===== config.mk =====
export PLATFORM = sky130hd
export DESIGN_NAME = bounded_integer_set_core
export DESIGN_NICKNAME = d
export VERILOG_FILES = /design/src/sv/bis_pkg.sv /design/src/sv/bis_ram.sv /design/src/sv/bounded_integer_set_core.sv
export SDC_FILE = /design/constraint.sdc
export NUM_CORES = 1
export LEC_CHECK = 0
export ABC_AREA = 1
export BUFFER_PORTS_ARGS = -buffer_cell sky130_fd_sc_hd__buf_2
export CORE_UTILIZATION = 56
export DETAILED_ROUTE_END_ITERATION = 10
export GPL_ROUTABILITY_DRIVEN = 0
export PLACE_DENSITY = 0.72
export SLEW_MARGIN = 10
export SYNTH_ARGS = -nofsm -noshare
export SYNTH_HDL_FRONTEND = slang
export SYNTH_SLANG_ARGS = --single-unit

===== constraint.sdc =====
create_clock -name clk -period 3.7 [get_ports clk]
set_clock_uncertainty 0.15 [all_clocks]
set_input_delay 0 -clock clk [delete_from_list [all_inputs] [get_ports clk]]
set_output_delay 0 -clock clk [all_outputs]
set_load 0.005 [all_outputs]

===== src/sv/bis_pkg.sv =====
// Types and constants of the bounded integer set.
package bis_pkg;

    localparam int MODE_W   = 2;
    localparam int VALUE_W  = 32;
    localparam int STATUS_W = 3;
    localparam int COUNT_W  = 5;
    localparam int S_DATA_W = 40;
    localparam int M_DATA_W = 8;

    localparam logic [MODE_W-1:0] MODE_ADD    = 2'd0;
    localparam logic [MODE_W-1:0] MODE_REMOVE = 2'd1;
    localparam logic [MODE_W-1:0] MODE_QUERY  = 2'd2;

    localparam logic [STATUS_W-1:0] ST_ADDED      = 3'd0;
    localparam logic [STATUS_W-1:0] ST_DUPLICATE  = 3'd1;
    localparam logic [STATUS_W-1:0] ST_FULL       = 3'd2;
    localparam logic [STATUS_W-1:0] ST_REMOVED    = 3'd3;
    localparam logic [STATUS_W-1:0] ST_NOT_FOUND  = 3'd4;
    localparam logic [STATUS_W-1:0] ST_MEMBER     = 3'd5;
    localparam logic [STATUS_W-1:0] ST_NOT_MEMBER = 3'd6;

    typedef enum logic [1:0] {
        FSM_IDLE,
        FSM_SCAN,
        FSM_RESULT
    } fsm_state_t;

endpackage


===== src/sv/bis_ram.sv =====
// Entry store: one write port, one read port with registered read data.
module bis_ram
    import bis_pkg::*;
#(
    parameter int DEPTH = 16,
    parameter int AW    = 4
)
(
    input  logic               clk,
    input  logic               wr_en,
    input  logic [AW-1:0]      wr_addr,
    input  logic [VALUE_W-1:0] wr_data,
    input  logic               rd_en,
    input  logic [AW-1:0]      rd_addr,
    output logic [VALUE_W-1:0] rd_data
);

    logic [VALUE_W-1:0] mem [DEPTH];

    always_ff @(posedge clk)
    begin
        if (wr_en)
        begin
            mem[wr_addr] <= wr_data;
        end
    end

    always_ff @(posedge clk)
    begin
        if (rd_en)
        begin
            rd_data <= mem[rd_addr];
        end
    end

endmodule


===== src/sv/bounded_integer_set_core.sv =====
// Top level of the bounded integer set: scan/shift sequencer around the entry store.
//
//  channel | dir | group                      | fields (lsb first)
//  --------+-----+----------------------------+-----------------------------------
//  s       | in  | s_tvalid s_tready s_tdata  | mode[1:0] value[33:2] (pad to 40)
//  m       | out | m_tvalid m_tready m_tdata  | status[2:0] entry_count[7:3]
//
// After an item is accepted, the entries are read one a cycle from the single read port of
// the store, in order, until the first match (add, query) or the end (remove, which writes
// each later entry one place down as it passes); then the last entry read is checked, the
// scan closes and the result is loaded.
// The result sits in an output register, so a new item is taken while it waits; the one
// after that is held in the sequencer and keeps the input off until the register frees.
// Reset clears the count and control only; the store needs no clearing pass.
module bounded_integer_set_core
    import bis_pkg::*;
#(
    parameter int CAPACITY = 16
)
(
    input  logic                clk,
    input  logic                rst_n,
    input  logic                s_tvalid,
    output logic                s_tready,
    input  logic [S_DATA_W-1:0] s_tdata,   // mode[1:0], value[33:2], zeros above
    output logic                m_tvalid,
    input  logic                m_tready,
    output logic [M_DATA_W-1:0] m_tdata    // status[2:0], entry_count[7:3]
);

    localparam int AW = (CAPACITY > 1) ? $clog2(CAPACITY) : 1;
    localparam int CW = $clog2(CAPACITY + 1);
    localparam int EW = CW + COUNT_W;

    fsm_state_t state_reg, state_next;

    logic [CW-1:0]       cnt_reg, cnt_next;
    logic [CW-1:0]       rd_ptr_reg, rd_ptr_next;
    logic                chk_vld_reg, chk_vld_next;
    logic [CW-1:0]       chk_idx_reg, chk_idx_next;
    logic                found_reg, found_next;
    logic [MODE_W-1:0]   mode_reg, mode_next;
    logic [VALUE_W-1:0]  value_reg, value_next;
    logic [STATUS_W-1:0] res_status_reg, res_status_next;
    logic                out_valid_reg, out_valid_next;
    logic [STATUS_W-1:0] out_status_reg, out_status_next;
    logic [COUNT_W-1:0]  out_count_reg, out_count_next;

    logic               in_take;
    logic               is_add;
    logic               is_remove;
    logic               match;
    logic               hit;
    logic               found_now;
    logic               more_to_read;
    logic               scan_end;
    logic               out_free;
    logic               ram_wr_en;
    logic [AW-1:0]      ram_wr_addr;
    logic [VALUE_W-1:0] ram_wr_data;
    logic               ram_rd_en;
    logic [VALUE_W-1:0] ram_rd_data;
    logic [CW-1:0]      prev_idx;
    logic [EW-1:0]      cnt_ext;

    bis_ram #(
        .DEPTH (CAPACITY),
        .AW    (AW)
    ) u_ram (
        .clk     (clk),
        .wr_en   (ram_wr_en),
        .wr_addr (ram_wr_addr),
        .wr_data (ram_wr_data),
        .rd_en   (ram_rd_en),
        .rd_addr (rd_ptr_reg[AW-1:0]),
        .rd_data (ram_rd_data)
    );

    assign s_tready     = (state_reg == FSM_IDLE);
    assign in_take      = s_tvalid && s_tready;
    assign is_add       = (mode_reg == MODE_ADD);
    assign is_remove    = (mode_reg == MODE_REMOVE);
    assign match        = (ram_rd_data == value_reg);
    assign hit          = chk_vld_reg && match && !found_reg;
    assign found_now    = found_reg || hit;
    assign more_to_read = (rd_ptr_reg < cnt_reg);
    // add and query stop at the first match; remove runs on to shift the tail
    assign scan_end     = (hit && !is_remove) || (!chk_vld_reg && !more_to_read);
    assign out_free     = !out_valid_reg || m_tready;
    assign prev_idx     = chk_idx_reg - CW'(1);
    assign cnt_ext      = EW'(cnt_reg);

    // next state
    always_comb
    begin
        state_next = state_reg;
        unique case (state_reg)
            FSM_IDLE:
            begin
                if (in_take)
                begin
                    state_next = FSM_SCAN;
                end
            end
            FSM_SCAN:
            begin
                if (scan_end)
                begin
                    state_next = FSM_RESULT;
                end
            end
            FSM_RESULT:
            begin
                if (out_free)
                begin
                    state_next = FSM_IDLE;
                end
            end
            default:
            begin
                state_next = FSM_IDLE;
            end
        endcase
    end

    // datapath control
    always_comb
    begin
        cnt_next        = cnt_reg;
        rd_ptr_next     = rd_ptr_reg;
        chk_vld_next    = 1'b0;
        chk_idx_next    = chk_idx_reg;
        found_next      = found_reg;
        mode_next       = mode_reg;
        value_next      = value_reg;
        res_status_next = res_status_reg;
        out_valid_next  = out_valid_reg && !m_tready;
        out_status_next = out_status_reg;
        out_count_next  = out_count_reg;
        ram_rd_en       = 1'b0;
        ram_wr_en       = 1'b0;
        ram_wr_addr     = prev_idx[AW-1:0];
        ram_wr_data     = ram_rd_data;

        unique case (state_reg)
            FSM_IDLE:
            begin
                if (in_take)
                begin
                    mode_next   = s_tdata[MODE_W-1:0];
                    value_next  = s_tdata[MODE_W+VALUE_W-1:MODE_W];
                    rd_ptr_next = '0;
                    found_next  = 1'b0;
                end
            end
            FSM_SCAN:
            begin
                found_next = found_now;
                if (more_to_read && !scan_end)
                begin
                    ram_rd_en    = 1'b1;
                    rd_ptr_next  = rd_ptr_reg + CW'(1);
                    chk_vld_next = 1'b1;
                    chk_idx_next = rd_ptr_reg;
                end
                // entries past the removed one move down a place
                if (chk_vld_reg && found_reg && is_remove)
                begin
                    ram_wr_en = 1'b1;
                end
                if (scan_end)
                begin
                    if (is_add)
                    begin
                        if (found_now)
                        begin
                            res_status_next = ST_DUPLICATE;
                        end
                        else if (cnt_reg >= CW'(CAPACITY))
                        begin
                            res_status_next = ST_FULL;
                        end
                        else
                        begin
                            res_status_next = ST_ADDED;
                            ram_wr_en       = 1'b1;
                            ram_wr_addr     = cnt_reg[AW-1:0];
                            ram_wr_data     = value_reg;
                            cnt_next        = cnt_reg + CW'(1);
                        end
                    end
                    else if (is_remove)
                    begin
                        if (found_now)
                        begin
                            res_status_next = ST_REMOVED;
                            cnt_next        = cnt_reg - CW'(1);
                        end
                        else
                        begin
                            res_status_next = ST_NOT_FOUND;
                        end
                    end
                    else
                    begin
                        res_status_next = found_now ? ST_MEMBER : ST_NOT_MEMBER;
                    end
                end
            end
            FSM_RESULT:
            begin
                if (out_free)
                begin
                    out_valid_next  = 1'b1;
                    out_status_next = res_status_reg;
                    out_count_next  = cnt_ext[COUNT_W-1:0];
                end
            end
            default:
            begin
            end
        endcase
    end

    always_ff @(posedge clk or negedge rst_n)
    begin
        if (!rst_n)
        begin
            state_reg     <= FSM_IDLE;
            cnt_reg       <= '0;
            chk_vld_reg   <= 1'b0;
            out_valid_reg <= 1'b0;
        end
        else
        begin
            state_reg     <= state_next;
            cnt_reg       <= cnt_next;
            chk_vld_reg   <= chk_vld_next;
            out_valid_reg <= out_valid_next;
        end
    end

    always_ff @(posedge clk)
    begin
        rd_ptr_reg     <= rd_ptr_next;
        chk_idx_reg    <= chk_idx_next;
        found_reg      <= found_next;
        mode_reg       <= mode_next;
        value_reg      <= value_next;
        res_status_reg <= res_status_next;
        out_status_reg <= out_status_next;
        out_count_reg  <= out_count_next;
    end

    assign m_tvalid = out_valid_reg;
    assign m_tdata  = {out_count_reg, out_status_reg};

endmodule


==> impl_results.md <==
- Max_cap viols: 0
- Vias in the first global route: 15450
- Worst hold endpoint: state_reg[1]$_DFFE_PN0P_
- Reg-to-reg startpoint: cnt_reg[4]$_DFFE_PN0P_
- GRT Overall Usage: 26.41%
- Worst R2R Path Depth: 13
- CP max stage cell: dfrtp_1
- Initial core utilization: 56.98%
- Status: finished, final reports clean
- Hold Slack: 0.1306 ns
- Crit path top cell by count: nand2_1
- WL per Instance: 22.15 µm
- Final nets: 2068
- PortBufs: 47
- Tot Pwr: 21590 µW
- Cell depth of the worst setup path: 13
- Max transition margin: 31.10%
- Die height: 211.8 µm
- Minimum clock period: 3.418 ns
- # diodes: 0
- Syn Area/Cell: 13.20 µm²
- Met2 global-route usage: 42.06%
- Setup violators final: 0
- Via count: 15790
- Critical Path Source Type: flip-flop
- Detailed Place HPWL: 32150 µm
- Yosys reg bits: 608
- CTS Buffer Depth: 3
- CP endpoint kind: flip-flop
- First-pass detailed-route iteration total: 6
- CTS tree: built
- Sequential share of the synthesized area: 73.88%
- Peak per-stage delay on the critical path: 0.47 ns
- # DRC: 0
- Reg2Reg Setup Slack: 0.28 ns
- Tightest Hold Check Type: input pin to flip-flop
- Final Hold Fails: 0
- Number of unique standard cell types used by synthesis: 39
- Worst path buffer plus inverter count: 3
- Synth Instances: 1868
- Largest net degree at the start of global routing: 237
- Post-Syn Area: 24650 µm²
- Met3 Usage GRT: 4.436%
- Maximum vdd drop: 0.0005719 V
- Hold Path Origin: m_tready
- CTS Buf Count: 57
- Ports: 54
- Place WS: 0.3840 ns
- Post-route ant nets: 0
- Initial DRC Count: 1958
- Cell at the root of the clock tree: clkbuf_16
- Cell area after layout: 28530 µm²
- Share of cells above drive strength 1: 11.23%
- RSZ-0062 raised after global routing: false
- Max reg flops: 512
- Worst Path Arrival: 3.55 ns
- GRT met1 Usage: 36.62%
- Placed Instance Area: 26120 µm²
- Clock transition at path regs: 0.06 ns
- Die width: 211.8 µm
- Grt peak-use layer: met2
- # rows: 76
- CP cell instances: inv_1, ha_1, nand2_1, o221ai_1, nand2_1, nand2_4, nand3_2, nand2_1, nand2_1, inv_1, nand2_1, nor2_4, buf_12
- Worst Tran Pin Value: 1.033 ns
- LEAKAGE: 0.009777 µW
- Layout Utilization: 65.94%
- Gr ovfl total: 0
- Synth-to-Final Area Change: 15.73%
- Core area: 43270 µm²
- H-tree depth: 2
- Die area: 44870 µm²
- F_max: 292.5 MHz
- Hold path cells: 5
- P per Cell Area: 756.6 nW/µm²
- Number of clock sinks: 608
- Final WL: 58530 µm
- Post-CTS Setup Bufs: 0
- Net Count, Synth: 1924
- PnR worst setup slack: 0.2815 ns
- CP Data Required Time: 3.83 ns
- Post-CTS resize count: 0
- Final cycle utilization of the critical path: 92.39%
- Top cell family by delay on the critical path: simple AND/OR/NAND/NOR gates
- Ys Warns: 0
- Vias per Instance: 5.975
- Slew Limit Fails: 0
- Crit-path max FO: 32
- Antenna violations before repair: 0
- Crit path kind: flip-flop to flip-flop
- First-pass GRT wire length: 87960 µm
- Worst skew pair latency: 0.61 ns
- Worst R2R End: u_ram.mem[8][29]$_DFFE_PP_
- Number of hold buffers added after cts: 73
- Fill cells: 2911
-- layout make-up --
cell class                 count  area (µm²)  share of cell area [%]
sequential                   608       18210                   63.83
multi-input combinational   1076        5852                   20.51
timing repair buffer         186        1737                   6.087
clock buffer                  70        1475                   5.170
tap                          585       732.0                   2.565
inverter                      83       316.6                   1.110
clock inverter                34       206.4                  0.7236
-- worst reg2reg max path: stages (launching register included) --
cell,delay [ns]
dfrtp_1,0.47
inv_1,0.19
ha_1,0.35
nand2_1,0.05
o221ai_1,0.28
nand2_1,0.18
nand2_4,0.16
nand3_2,0.11
nand2_1,0.09
nand2_1,0.14
inv_1,0.13
nand2_1,0.26
nor2_4,0.22
buf_12,0.26
-- kinds of logic (layout without fill, tap and decap cells) --
logic type	Yosys count	in the layout	synth area share, %
flip-flops	608	608	73.88
AO/OA/AOI/OAI	330	330	8.872
multiplexers	51	51	2.071
adder cells (fa/ha/maj)	12	12	0.6395
buffers and inverters	184	373	2.934
AND/OR/NAND/NOR	670	670	11.15
XOR/XNOR	13	13	0.4619
-- per-stage QoR --
step	setup TNS, ns	cells
after global routing	0	2642
after global placement	0	2465
after detailed placement	0	2465
after floorplan	-78.72	1868
after CTS	0	2642
final	0	2642
-- power breakdown --
part           leakage (µW)  total [µW]  switching [µW]  internal, µW
clock              0.000824        5370            2420          2950
combinational       0.00343        7080            4990          2080
sequential          0.00553        9140             272          8870
total               0.00978       21600            7680         13900
-- placed cells by master (no fill, tap or decap), drive strengths merged, types with 2 or more instances in the layout --
| master | instances |
|---|---|
| mux2i | 51 |
| buf | 113 |
| a21oi | 13 |
| bufinv | 2 |
| or2 | 2 |
| and2 | 2 |
| nand3 | 72 |
| clkinv | 32 |
| dlygate4sd3 | 73 |
| edfxtp | 599 |
| dfrtp | 9 |
| o221ai | 52 |
| inv | 82 |
| o21ai | 173 |
| xnor2 | 9 |
| nor2 | 352 |
| o32ai | 77 |
| o211ai | 13 |
| nand2 | 227 |
| nand4 | 13 |
| xor2 | 4 |
| ha | 11 |
| clkbuf | 70 |
-- synthesized netlist by cell type, drive strengths merged --
cell type | n | area share [%]
ha | 11 | 0.56
nand3 | 72 | 1.6
mux2i | 51 | 2.1
o221ai | 52 | 1.8
nor3b | 1 | 0.030
nand4 | 13 | 0.39
o211ai | 13 | 0.40
o32ai | 77 | 2.7
clkbuf | 79 | 1.2
fa | 1 | 0.081
edfxtp | 599 | 73
or2 | 2 | 0.051
nand2 | 227 | 3.6
xnor2 | 9 | 0.32
inv | 80 | 1.2
nor2 | 352 | 5.4
nand3b | 1 | 0.030
and2 | 2 | 0.051
clkinv | 3 | 0.046
xor2 | 4 | 0.14
dfrtp | 9 | 0.91
o21bai | 1 | 0.030
a21oi | 13 | 0.28
o21ai | 173 | 3.6
buf | 22 | 0.47
o22ai | 1 | 0.025
-- worst max-delay path by stage --
stage,slack (ns),end,startpoint
after floorplan,-0.15,u_ram.mem[0][0]$_DFFE_PP_,cnt_reg[4]$_DFFE_PN0P_
after global placement,0.41,u_ram.mem[14][6]$_DFFE_PP_,cnt_reg[4]$_DFFE_PN0P_
after detailed placement,0.38,u_ram.mem[4][17]$_DFFE_PP_,cnt_reg[4]$_DFFE_PN0P_
after CTS,0.36,u_ram.mem[4][15]$_DFFE_PP_,cnt_reg[4]$_DFFE_PN0P_
after global routing,0.10,u_ram.mem[4][17]$_DFFE_PP_,cnt_reg[4]$_DFFE_PN0P_
final,0.28,u_ram.mem[8][29]$_DFFE_PP_,cnt_reg[4]$_DFFE_PN0P_
-- metal layers --
layer	share of wire (%)	up-vias
li1	-	7163
met1	41	7751
met2	47	753
met3	8.6	118
met4	3.0	0
met5	0	-
Note: power is estimated with default switching activity, not from simulation.
